==> src/hdl/rbmc_pkg.sv <==
`default_nettype none

package rbmc_pkg;

   localparam int CH_N      = 4;
   localparam int CH_W      = 8;
   localparam int LANE_W    = CH_W + 1;
   localparam int TOT_W     = CH_W + 2;
   localparam int CFG_W     = 13;
   localparam int LVL_CFG_W = 4;
   localparam int LEVEL_W   = 4;
   localparam int COORD_W   = 11;
   localparam int CSR_IDX_W = 2;

   localparam logic [CSR_IDX_W-1:0] CSR_BASE_WIDTH  = 2'd0;
   localparam logic [CSR_IDX_W-1:0] CSR_BASE_HEIGHT = 2'd1;
   localparam logic [CSR_IDX_W-1:0] CSR_MIP_LEVELS  = 2'd2;

   typedef logic [CH_N-1:0][CH_W-1:0]   pix_type;
   typedef logic [CH_N-1:0][LANE_W-1:0] lanes_type;

   typedef struct packed {
      logic load;
      logic feed;
      logic avg;
   } cmd_type;

   typedef struct packed {
      logic run;
      logic prod;
      logic more;
   } status_type;

   typedef enum logic [2:0] {
      ST_IDLE,
      ST_FEED,
      ST_AVG,
      ST_SEND_MID,
      ST_SEND_LAST
   } state_type;

endpackage

`default_nettype wire

==> src/hdl/rbmc_ctrl.sv <==
`default_nettype none

module rbmc_ctrl (
   input  logic                   clock,
   input  logic                   reset,
   input  logic                   req_valid,
   output logic                   req_ready,
   output logic                   rsp_valid,
   input  logic                   rsp_ready,
   output logic                   rsp_last,
   input  rbmc_pkg::status_type   status,
   output rbmc_pkg::cmd_type      cmd
);
   import rbmc_pkg::*;

   state_type state_ff, state_in;
   logic      pend_ff, pend_in;   // a finished pixel sits in the output register

   always_ff @(posedge clock) begin
      if (reset) begin
         state_ff <= ST_IDLE;
         pend_ff  <= 1'b0;
      end else begin
         state_ff <= state_in;
         pend_ff  <= pend_in;
      end
   end

   always_comb begin
      state_in  = state_ff;
      pend_in   = pend_ff;
      cmd       = '0;
      req_ready = 1'b0;
      rsp_valid = 1'b0;
      rsp_last  = 1'b0;
      unique case (state_ff)
         ST_IDLE: begin
            req_ready = 1'b1;
            if (req_valid) begin
               cmd.load = 1'b1;
               if (status.run) begin
                  state_in = ST_FEED;
               end
            end
         end
         ST_FEED: begin
            cmd.feed = 1'b1;
            // the previous pixel is last only if this level produces nothing
            if (status.prod) begin
               state_in = pend_ff ? ST_SEND_MID : ST_AVG;
            end else begin
               state_in = pend_ff ? ST_SEND_LAST : ST_IDLE;
            end
         end
         ST_AVG: begin
            cmd.avg  = 1'b1;
            pend_in  = 1'b1;
            state_in = status.more ? ST_FEED : ST_SEND_LAST;
         end
         ST_SEND_MID: begin
            rsp_valid = 1'b1;
            if (rsp_ready) begin
               pend_in  = 1'b0;
               state_in = ST_AVG;
            end
         end
         ST_SEND_LAST: begin
            rsp_valid = 1'b1;
            rsp_last  = 1'b1;
            if (rsp_ready) begin
               pend_in  = 1'b0;
               state_in = ST_IDLE;
            end
         end
         default: begin
            state_in = ST_IDLE;
         end
      endcase
   end

endmodule

`default_nettype wire

==> config.mk <==
export PLATFORM = sky130hd
export DESIGN_NAME = rbmc_ctrl
export DESIGN_NICKNAME = d
export VERILOG_FILES = /design/src/hdl/rbmc_pkg.sv /design/src/hdl/rbmc_ctrl.sv
export SDC_FILE = /design/constraint.sdc
export NUM_CORES = 1
export LEC_CHECK = 0
export ABC_AREA = 1
export BUFFER_PORTS_ARGS = -buffer_cell sky130_fd_sc_hd__buf_2
export CELL_PAD_IN_SITES_DETAIL_PLACEMENT = 1
export CELL_PAD_IN_SITES_GLOBAL_PLACEMENT = 1
export CORE_AREA = 2 2 39 41
export CTS_CLUSTER_DIAMETER = 40
export CTS_CLUSTER_SIZE = 24
export DETAILED_ROUTE_END_ITERATION = 12
export DIE_AREA = 0 0 41 43
export PLACE_DENSITY = 0.65
export RECOVER_POWER = 25
export SYNTH_ARGS = -nofsm -noshare
export SYNTH_HDL_FRONTEND = slang
export SYNTH_SLANG_ARGS = --single-unit
==> constraint.sdc <==
create_clock -name clock -period 1.1 [get_ports clock]
set_input_delay 0.22 -clock clock [delete_from_list [all_inputs] [get_ports clock]]
set_output_delay 0.22 -clock clock [all_outputs]
set_load 0.02 [all_outputs]
After elaboration in Yosys (flattened, before gate mapping)
Index checks and enable logic that the tools add are counted.

word-level totals
  register bits after elaboration = 4
  input bits = 7
  output and inout port bits = 6
  logic and storage cells = 34

operators by class
  equality and inequality tests = 9
  mux-type cells = 18
  reduce and logical (&&, ||, !) cells = 5

operators by type and width
  kind                number
  $mux 3              7
  $pmux 3 s5          1
  $mux 1              9
  $ne 2x2->1 const B  4
  $eq 3x2->1 const B  2
  $reduce_and 4->1    1
  $eq 3x1->1 const B  1
  $eq 3x3->1 const B  1
  $logic_not 3->1     1
  $ne 2x1->1 const B  1
  $pmux 1 s2          1
  $reduce_and 2->1    1
  $reduce_bool 2->1   1
  $reduce_or 2->1     1

Logic depth before layout (Yosys ltp)
Gate-level depths: netlist of run 1.

  depth in word-level cells = 4
  gate-level depth with buffers = 7
  mapped depth without buffers = 7

Least setup slack after synthesis of run 1
No wires, ideal clock.

  path type = reg-to-reg
  from = register state_ff[2]
  to = register state_ff[2]
  setup time = 0.056 ns
  arrival = 1.092 ns
  required time = 1.044 ns
  path slack = -0.048 ns
  stages on the path, launching flop included = 6
  path buffers = 0
  clock period less this slack = 1.148 ns
  path through = dfxtp_1 > nor3_2 > nand3_1 > o211ai_1 > nand2_1 > inv_1

between the ends
  longest elaborated chain between the ends = 3
  elaborated cells on any way between the ends = 11
  those cells by class = 8 x eq/ne; 1 x mux; 2 x reduce/logical

RTL lines
  element                                   line             RTL
  from (decl)                               rbmc_ctrl.sv:16  state_type state_ff, state_in;
  from (signal assigned)                    rbmc_ctrl.sv:24  state_ff <= state_in;
  $eq 3x2->1, or another cell as far along  rbmc_ctrl.sv:36  unique case (state_ff)
  $ne 2x2->1 (no line)                      --
  $reduce_and 4->1 (no line)                --

Several ways; a longest one is shown, not always the timed one.
A chain may end at the register's enable or synchronous reset.

==> out/qor.csv, run 1 <==
metric,value,unit
IR Drop Worst-Case VDD,0.000482,V
nets@finish,78,
Critical Path Max Stage Delay,360,ps
overall global routing resource usage,13.7,%
clock tree sinks,4,
placed cell areas,395,sq um
area added between synthesis and finish,86.8,%
antenna diode count,0,
post-CTS clock slew at the launch and capture registers of the worst setup and hold paths,40,ps
P per Cell Area,977,mW/mm^2
total I/O pin count,13,
Starting DRT DRC Count,0,
per-cell via count in the routed design,4.27,
number of library cell types mapped by synthesis,15,
Floorplan Core Area,0.00138,sq mm
number of iterations in the first detailed-routing pass,1,
total vias in the final route,363,
critical path type,reg -> out,
summed area of non-filler cells in the final layout,531,sq um
measured slew at the worst slew-check pin,231,ps
maximum number of pins on one net before global-route repair,8,
RePlAce Congestion,0.680,
count of port buffers added during placement,12,
Initial Util,20.5,%
Routed WL,934,um
cell repeated most along the worst path,sky130_fd_sc_hd__buf_6,
crit path cell chain,"buf_6, nor3_2, buf_6",
dpl hpwl,653,um
DP Cell Count,78,
period utilization,117,%
number of max-slew violations in the final report,0,
first-pass GRT wire length,1.48,mm
fraction of layout cells with a size suffix above 1,59.4,%
Yosys reg bits,4,
met2 global-route usage,19.1,%
highest-utilization routing layer at the global route stage,met2,
"top library cells by usage in the layout, fill and taps aside","sky130_fd_sc_hd__inv_1 (9), sky130_fd_sc_hd__nand2_1 (9), sky130_fd_sc_hd__buf_6 (8)",
crit-path leading delay family,flip-flops,
skew final,9.44,ps
"Max stage delay cell, worst path",sky130_fd_sc_hd__dfxtp_4,
Setup crit start kind,register,
met1 layer usage reported by global route,14.7,%
post-route setup slack,-186,ps
failing checks,setup timing,
"Seq/Total Area, Yosys",28.2,%
GRT overflow,0,
combined area of all synthesized cells,284,sq um
Inserted Clock Buffers,3,
Skew-Pair Late Insertion Delay,250,ps
post-detailed-route wirelength per cell,11.0,um
number of placement rows,14,
Pleak,0.279,nW
max cap viols,0,
Final setup viols,7,
setup repair after global routing missed its margin,true,
Yosys Warn Count,0,
TritonCTS clock tree,done,
total nets after synthesis,54,
maximum level of the CTS H-tree,1,
die area,0.00176,sq mm
CP Capture Type,primary output,
maximum clock path buffer count,2,
number of design rule violations left after detail routing,0,
number of nets still failing antenna checks after routing,0,
CP required,880,ps
die boundary height,43,um
"Max FO, Critical Path",4,
Final TNS setup,-809,ps
remaining max-slew budget at the tightest pin,84.5,%
met3 Resource Use GR,4.71,%
cell chosen for the clock root,sky130_fd_sc_hd__clkbuf_4,
run status,"complete, but fails checks",
"Hold Violations, Final",0,
arrival time at the worst endpoint,1070,ps
final core occ,38.3,%
number of global-route vias before repair,339,
number of hold buffers added after cts,0,
synthesized area per cell,6.04,sq um
die width,41,um
final critical-path required period,1290,ps
buffers plus inverters on the worst setup path,2,
initial antenna violation count,0,
instance count of the mapped netlist,47,
number of non-filler instances in the completed layout,85,
class of the tightest hold or removal check,in -> reg,
Min Hold Slack,181,ps
highest clock rate,0.777,GHz
==> layer usage <==
layer	vias up	wire (um)
li1	189	-
met1	161	393
met2	9	458
met3	4	45
met4	0	37
met5	-	0
==> through the flow <==
stage / worst slack, ps / power, mW
final: -186 / 0.518
after global routing: -218 / 0.558
after CTS: -138 / 0.521
after detailed placement: -36.2 / 0.283
after global placement: -5.93 / 0.281
after floorplan: 22.6 / 0.239
==> cell usage after synthesis <==
cell                       instances  area [sq um]
sky130_fd_sc_hd__nand3_2           1          10.0
sky130_fd_sc_hd__dfxtp_1           4          80.1
sky130_fd_sc_hd__nor2_2            1          6.26
sky130_fd_sc_hd__a21oi_1           2          10.0
sky130_fd_sc_hd__nor3_2            1          10.0
sky130_fd_sc_hd__inv_1            10          37.5
sky130_fd_sc_hd__nand3_1           4          20.0
sky130_fd_sc_hd__nor2_1            5          18.8
sky130_fd_sc_hd__o211ai_1          1          7.51
sky130_fd_sc_hd__inv_2             2          7.51
sky130_fd_sc_hd__nand2_1          11          41.3
sky130_fd_sc_hd__o21ai_2           1          8.76
sky130_fd_sc_hd__nand2_2           2          12.5
sky130_fd_sc_hd__o21ai_0           1          5.00
sky130_fd_sc_hd__a21oi_2           1          8.76
==> final cells by class <==
class	count	area [sq um]
fill	182	853
timing repair buffer	19	158
tap	16	20.0
sequential	4	91.3
inverter	12	47.5
clock buffer	3	22.5
multi-input combinational	31	191
==> where the power goes <==
part           internal (mW)  switching (mW)  leakage (nW)
combinational         0.0806          0.0820         0.230
clock                  0.123          0.0719        0.0138
sequential             0.150          0.0115        0.0348
==> worst paths after layout <==
kind	startpoint	endpoint	slack, ps	depth (start not counted)
max	state_ff[1]	cmd[1]	-190	3
min	reset	state_ff[0]	180	2
max reg2reg	state_ff[1]	state_ff[2]	-20	7
min reg2reg	pend_ff	pend_ff	500	2
==> cells by family (layout without fill, tap and decap cells) <==
group | Yosys count | in the layout | share of synthesized area [%]
AOI/OAI and AO/OA | 6 | 6 | 14.1
buffers and inverters | 12 | 34 | 15.9
DFF | 4 | 4 | 28.2
and+or+nand+nor | 25 | 25 | 41.9
==> flip-flops by register name, indices dropped and copies added, names as in the netlist <==
name and flops:
state_ff 3, pend_ff 1
==> timing repair <==
action / in CTS / in global routing
setup buffers: 4 / 0
pin swaps: 3 / 2
resized for setup: 24 / 6
setup endpoints to repair: 6 / 9
Note: power is estimated with default switching activity, not from simulation.
==> run 2: changes to the inputs <==
--- a/config.mk
+++ b/config.mk
@@ -7,14 +7,12 @@
 export LEC_CHECK = 0
 export ABC_AREA = 1
 export BUFFER_PORTS_ARGS = -buffer_cell sky130_fd_sc_hd__buf_2
-export CELL_PAD_IN_SITES_DETAIL_PLACEMENT = 1
-export CELL_PAD_IN_SITES_GLOBAL_PLACEMENT = 1
 export CORE_AREA = 2 2 39 41
 export CTS_CLUSTER_DIAMETER = 40
 export CTS_CLUSTER_SIZE = 24
 export DETAILED_ROUTE_END_ITERATION = 12
 export DIE_AREA = 0 0 41 43
-export PLACE_DENSITY = 0.65
+export PLACE_DENSITY = 0.49
 export RECOVER_POWER = 25
 export SYNTH_ARGS = -nofsm -noshare
 export SYNTH_HDL_FRONTEND = slang
==> run 2 against run 1 <==
Compared with the run above: the flow still finishes with violations (setup timing); count of clock-buffer cells in the layout did not move; routed wire length shrank 22%; global-route usage fell by 3.4 points; worst setup slack better by 46 ps; utilization fell by 1.4 points; fmax rose by 3.7%; sequential power about the same; non-clock buffer count up 2.
==> out/qor.csv, run 2 (same netlist as run 1, synthesis figures left out) <==
metric,value,unit,change
Starting DRT DRC Count,5,,was 0
first-pass GRT wire length,1.21,mm,was 1.48 mm
setup repair after global routing missed its margin,true,,unchanged
die boundary height,43,um,unchanged
fraction of layout cells with a size suffix above 1,56.3,%,was 59.4%
maximum level of the CTS H-tree,1,,unchanged
GRT overflow,0,,unchanged
number of iterations in the first detailed-routing pass,3,,was 1
top flop regs,"state_ff: 3 flops, pend_ff: 1 flops",,unchanged
area added between synthesis and finish,80.2,%,was 86.8%
"top library cells by usage in the layout, fill and taps aside","sky130_fd_sc_hd__buf_4 (11), sky130_fd_sc_hd__inv_1 (9), sky130_fd_sc_hd__nand2_1 (9)",,"was sky130_fd_sc_hd__inv_1 (9), sky130_fd_sc_hd__nand2_1 (9), sky130_fd_sc_hd__buf_6 (8)"
skew final,2.51,ps,was 9.44 ps
number of max-slew violations in the final report,0,,unchanged
CP Capture Type,primary output,,unchanged
arrival time at the worst endpoint,1020,ps,was 1070 ps
failing checks,setup timing,,unchanged
number of nets still failing antenna checks after routing,0,,unchanged
Final setup viols,7,,unchanged
RePlAce Congestion,0.680,,about the same
"most common cell after layout, fill and taps aside",sky130_fd_sc_hd__buf_4,,
post-route setup slack,-140,ps,was -186 ps
Min Hold Slack,180,ps,was 181 ps
P per Cell Area,965,mW/mm^2,was 977 mW/mm^2
IR Drop Worst-Case VDD,0.000348,V,was 0.000482 V
remaining max-slew budget at the tightest pin,88.2,%,was 84.5%
"Max FO, Critical Path",3,,was 4
period utilization,113,%,was 117%
critical path type,reg -> out,,unchanged
TritonCTS clock tree,done,,unchanged
number of placement rows,14,,unchanged
post-detailed-route wirelength per cell,8.43,um,was 11.0 um
total vias in the final route,354,,was 363
Initial Util,20.5,%,unchanged
die area,0.00176,sq mm,unchanged
antenna diode count,0,,unchanged
max cap viols,0,,unchanged
clock tree sinks,4,,unchanged
Routed WL,733,um,was 934 um
maximum number of pins on one net before global-route repair,6,,was 8
Pleak,0.280,nW,was 0.279 nW
"Hold Violations, Final",0,,unchanged
number of hold buffers added after cts,0,,unchanged
highest clock rate,0.806,GHz,was 0.777 GHz
nets@finish,80,,was 78
post-CTS clock slew at the launch and capture registers of the worst setup and hold paths,40,ps,about the same
cell chosen for the clock root,sky130_fd_sc_hd__clkbuf_4,,unchanged
measured slew at the worst slew-check pin,177,ps,was 231 ps
final core occ,37.0,%,was 38.3%
maximum clock path buffer count,2,,unchanged
final critical-path required period,1240,ps,was 1290 ps
number of design rule violations left after detail routing,0,,unchanged
die width,41,um,unchanged
Inserted Clock Buffers,3,,unchanged
count of port buffers added during placement,12,,unchanged
Floorplan Core Area,0.00138,sq mm,unchanged
initial antenna violation count,0,,unchanged
Skew-Pair Late Insertion Delay,240,ps,was 250 ps
per-cell via count in the routed design,4.07,,was 4.27
number of global-route vias before repair,350,,was 339
Setup crit start kind,register,,unchanged
dpl hpwl,562,um,was 653 um
run status,"complete, but fails checks",,unchanged
"flip-flop count of the largest register, all copies and words added",3,,unchanged
overall global routing resource usage,10.3,%,was 13.7%
number of non-filler instances in the completed layout,87,,was 85
register with the most flip-flops,state_ff,,unchanged
DP Cell Count,80,,was 78
class of the tightest hold or removal check,in -> reg,,unchanged
CP required,880,ps,about the same
total I/O pin count,13,,unchanged
==> run 2: cell types whose count changed in the layout (fill, tap and decap cells not counted) <==
| cell | delta |
|---|---|
| sky130_fd_sc_hd__buf_6 | -4 |
| sky130_fd_sc_hd__dfxtp_4 | -1 |
| sky130_fd_sc_hd__nor3_4 | +1 |
| sky130_fd_sc_hd__o21ai_0 | +1 |
| sky130_fd_sc_hd__buf_4 | +6 |
| sky130_fd_sc_hd__o21ai_2 | +1 |
| sky130_fd_sc_hd__nand3_1 | +3 |
| sky130_fd_sc_hd__o21ai_4 | -1 |
| sky130_fd_sc_hd__dfxtp_2 | +1 |
| sky130_fd_sc_hd__nor3_2 | -1 |
| sky130_fd_sc_hd__o21ai_1 | -1 |
| sky130_fd_sc_hd__nand3_2 | -3 |
==> run 2: critical path, cell delays in order (launching register included) <==
cell and delay (ps):
sky130_fd_sc_hd__dfxtp_2 370, sky130_fd_sc_hd__inv_2 70, sky130_fd_sc_hd__nor3_4 200, sky130_fd_sc_hd__buf_6 140
==> run 2: per-stage QoR <==
step | TNS [ps] | total power [mW] | worst slack (ps) | instance area, sq um
after floorplan | 0 | 0.239 | 22.6 | 293
after global placement | -25.0 | 0.287 | -17.9 | 410
after detailed placement | -15.7 | 0.285 | -8.53 | 410
after CTS | -693 | 0.504 | -142 | 514
after global routing | -1170 | 0.528 | -198 | 512
final | -760 | 0.494 | -140 | 512
==> run 2: routing by layer <==
metal / track usage, % / part of all wire (%) / vias to the layer above / routed length [um]
met5: 0 / 0 / - / 0
met4: 6.00 / 0 / 0 / 0
met3: 3.14 / 6.1 / 0 / 45
met2: 18.4 / 52 / 10 / 379
met1: 9.32 / 42 / 150 / 308
li1: - / - / 194 / -
==> run 2: final timing paths <==
check	from	endpoint	slack, ps	depth (start not counted)
setup / recovery	state_ff[0]	cmd[1]	-140	3
hold / removal	reset	state_ff[0]	180	2
setup reg to reg	state_ff[0]	state_ff[2]	-40	7
hold reg to reg	pend_ff	pend_ff	480	2
==> run 2: area by class of cell <==
class                   count  area, sq um
clock buffers               3         22.5
flip-flops and latches      4         88.8
inverters                  12         47.5
fillers                   147          872
multi-input cells          31          175
well taps                  16         20.0
repair buffers             21          158
==> run 2: power breakdown <==
part | internal [mW] | switching (mW)
registers | 0.150 | 0.0101
clock network | 0.122 | 0.0604
logic | 0.0735 | 0.0774
==> run 2: what timing repair did <==
item                       CTS  global route
resized for setup           20             1
pin swaps                    4             0
setup endpoints to repair    6             8
setup buffers                4             0
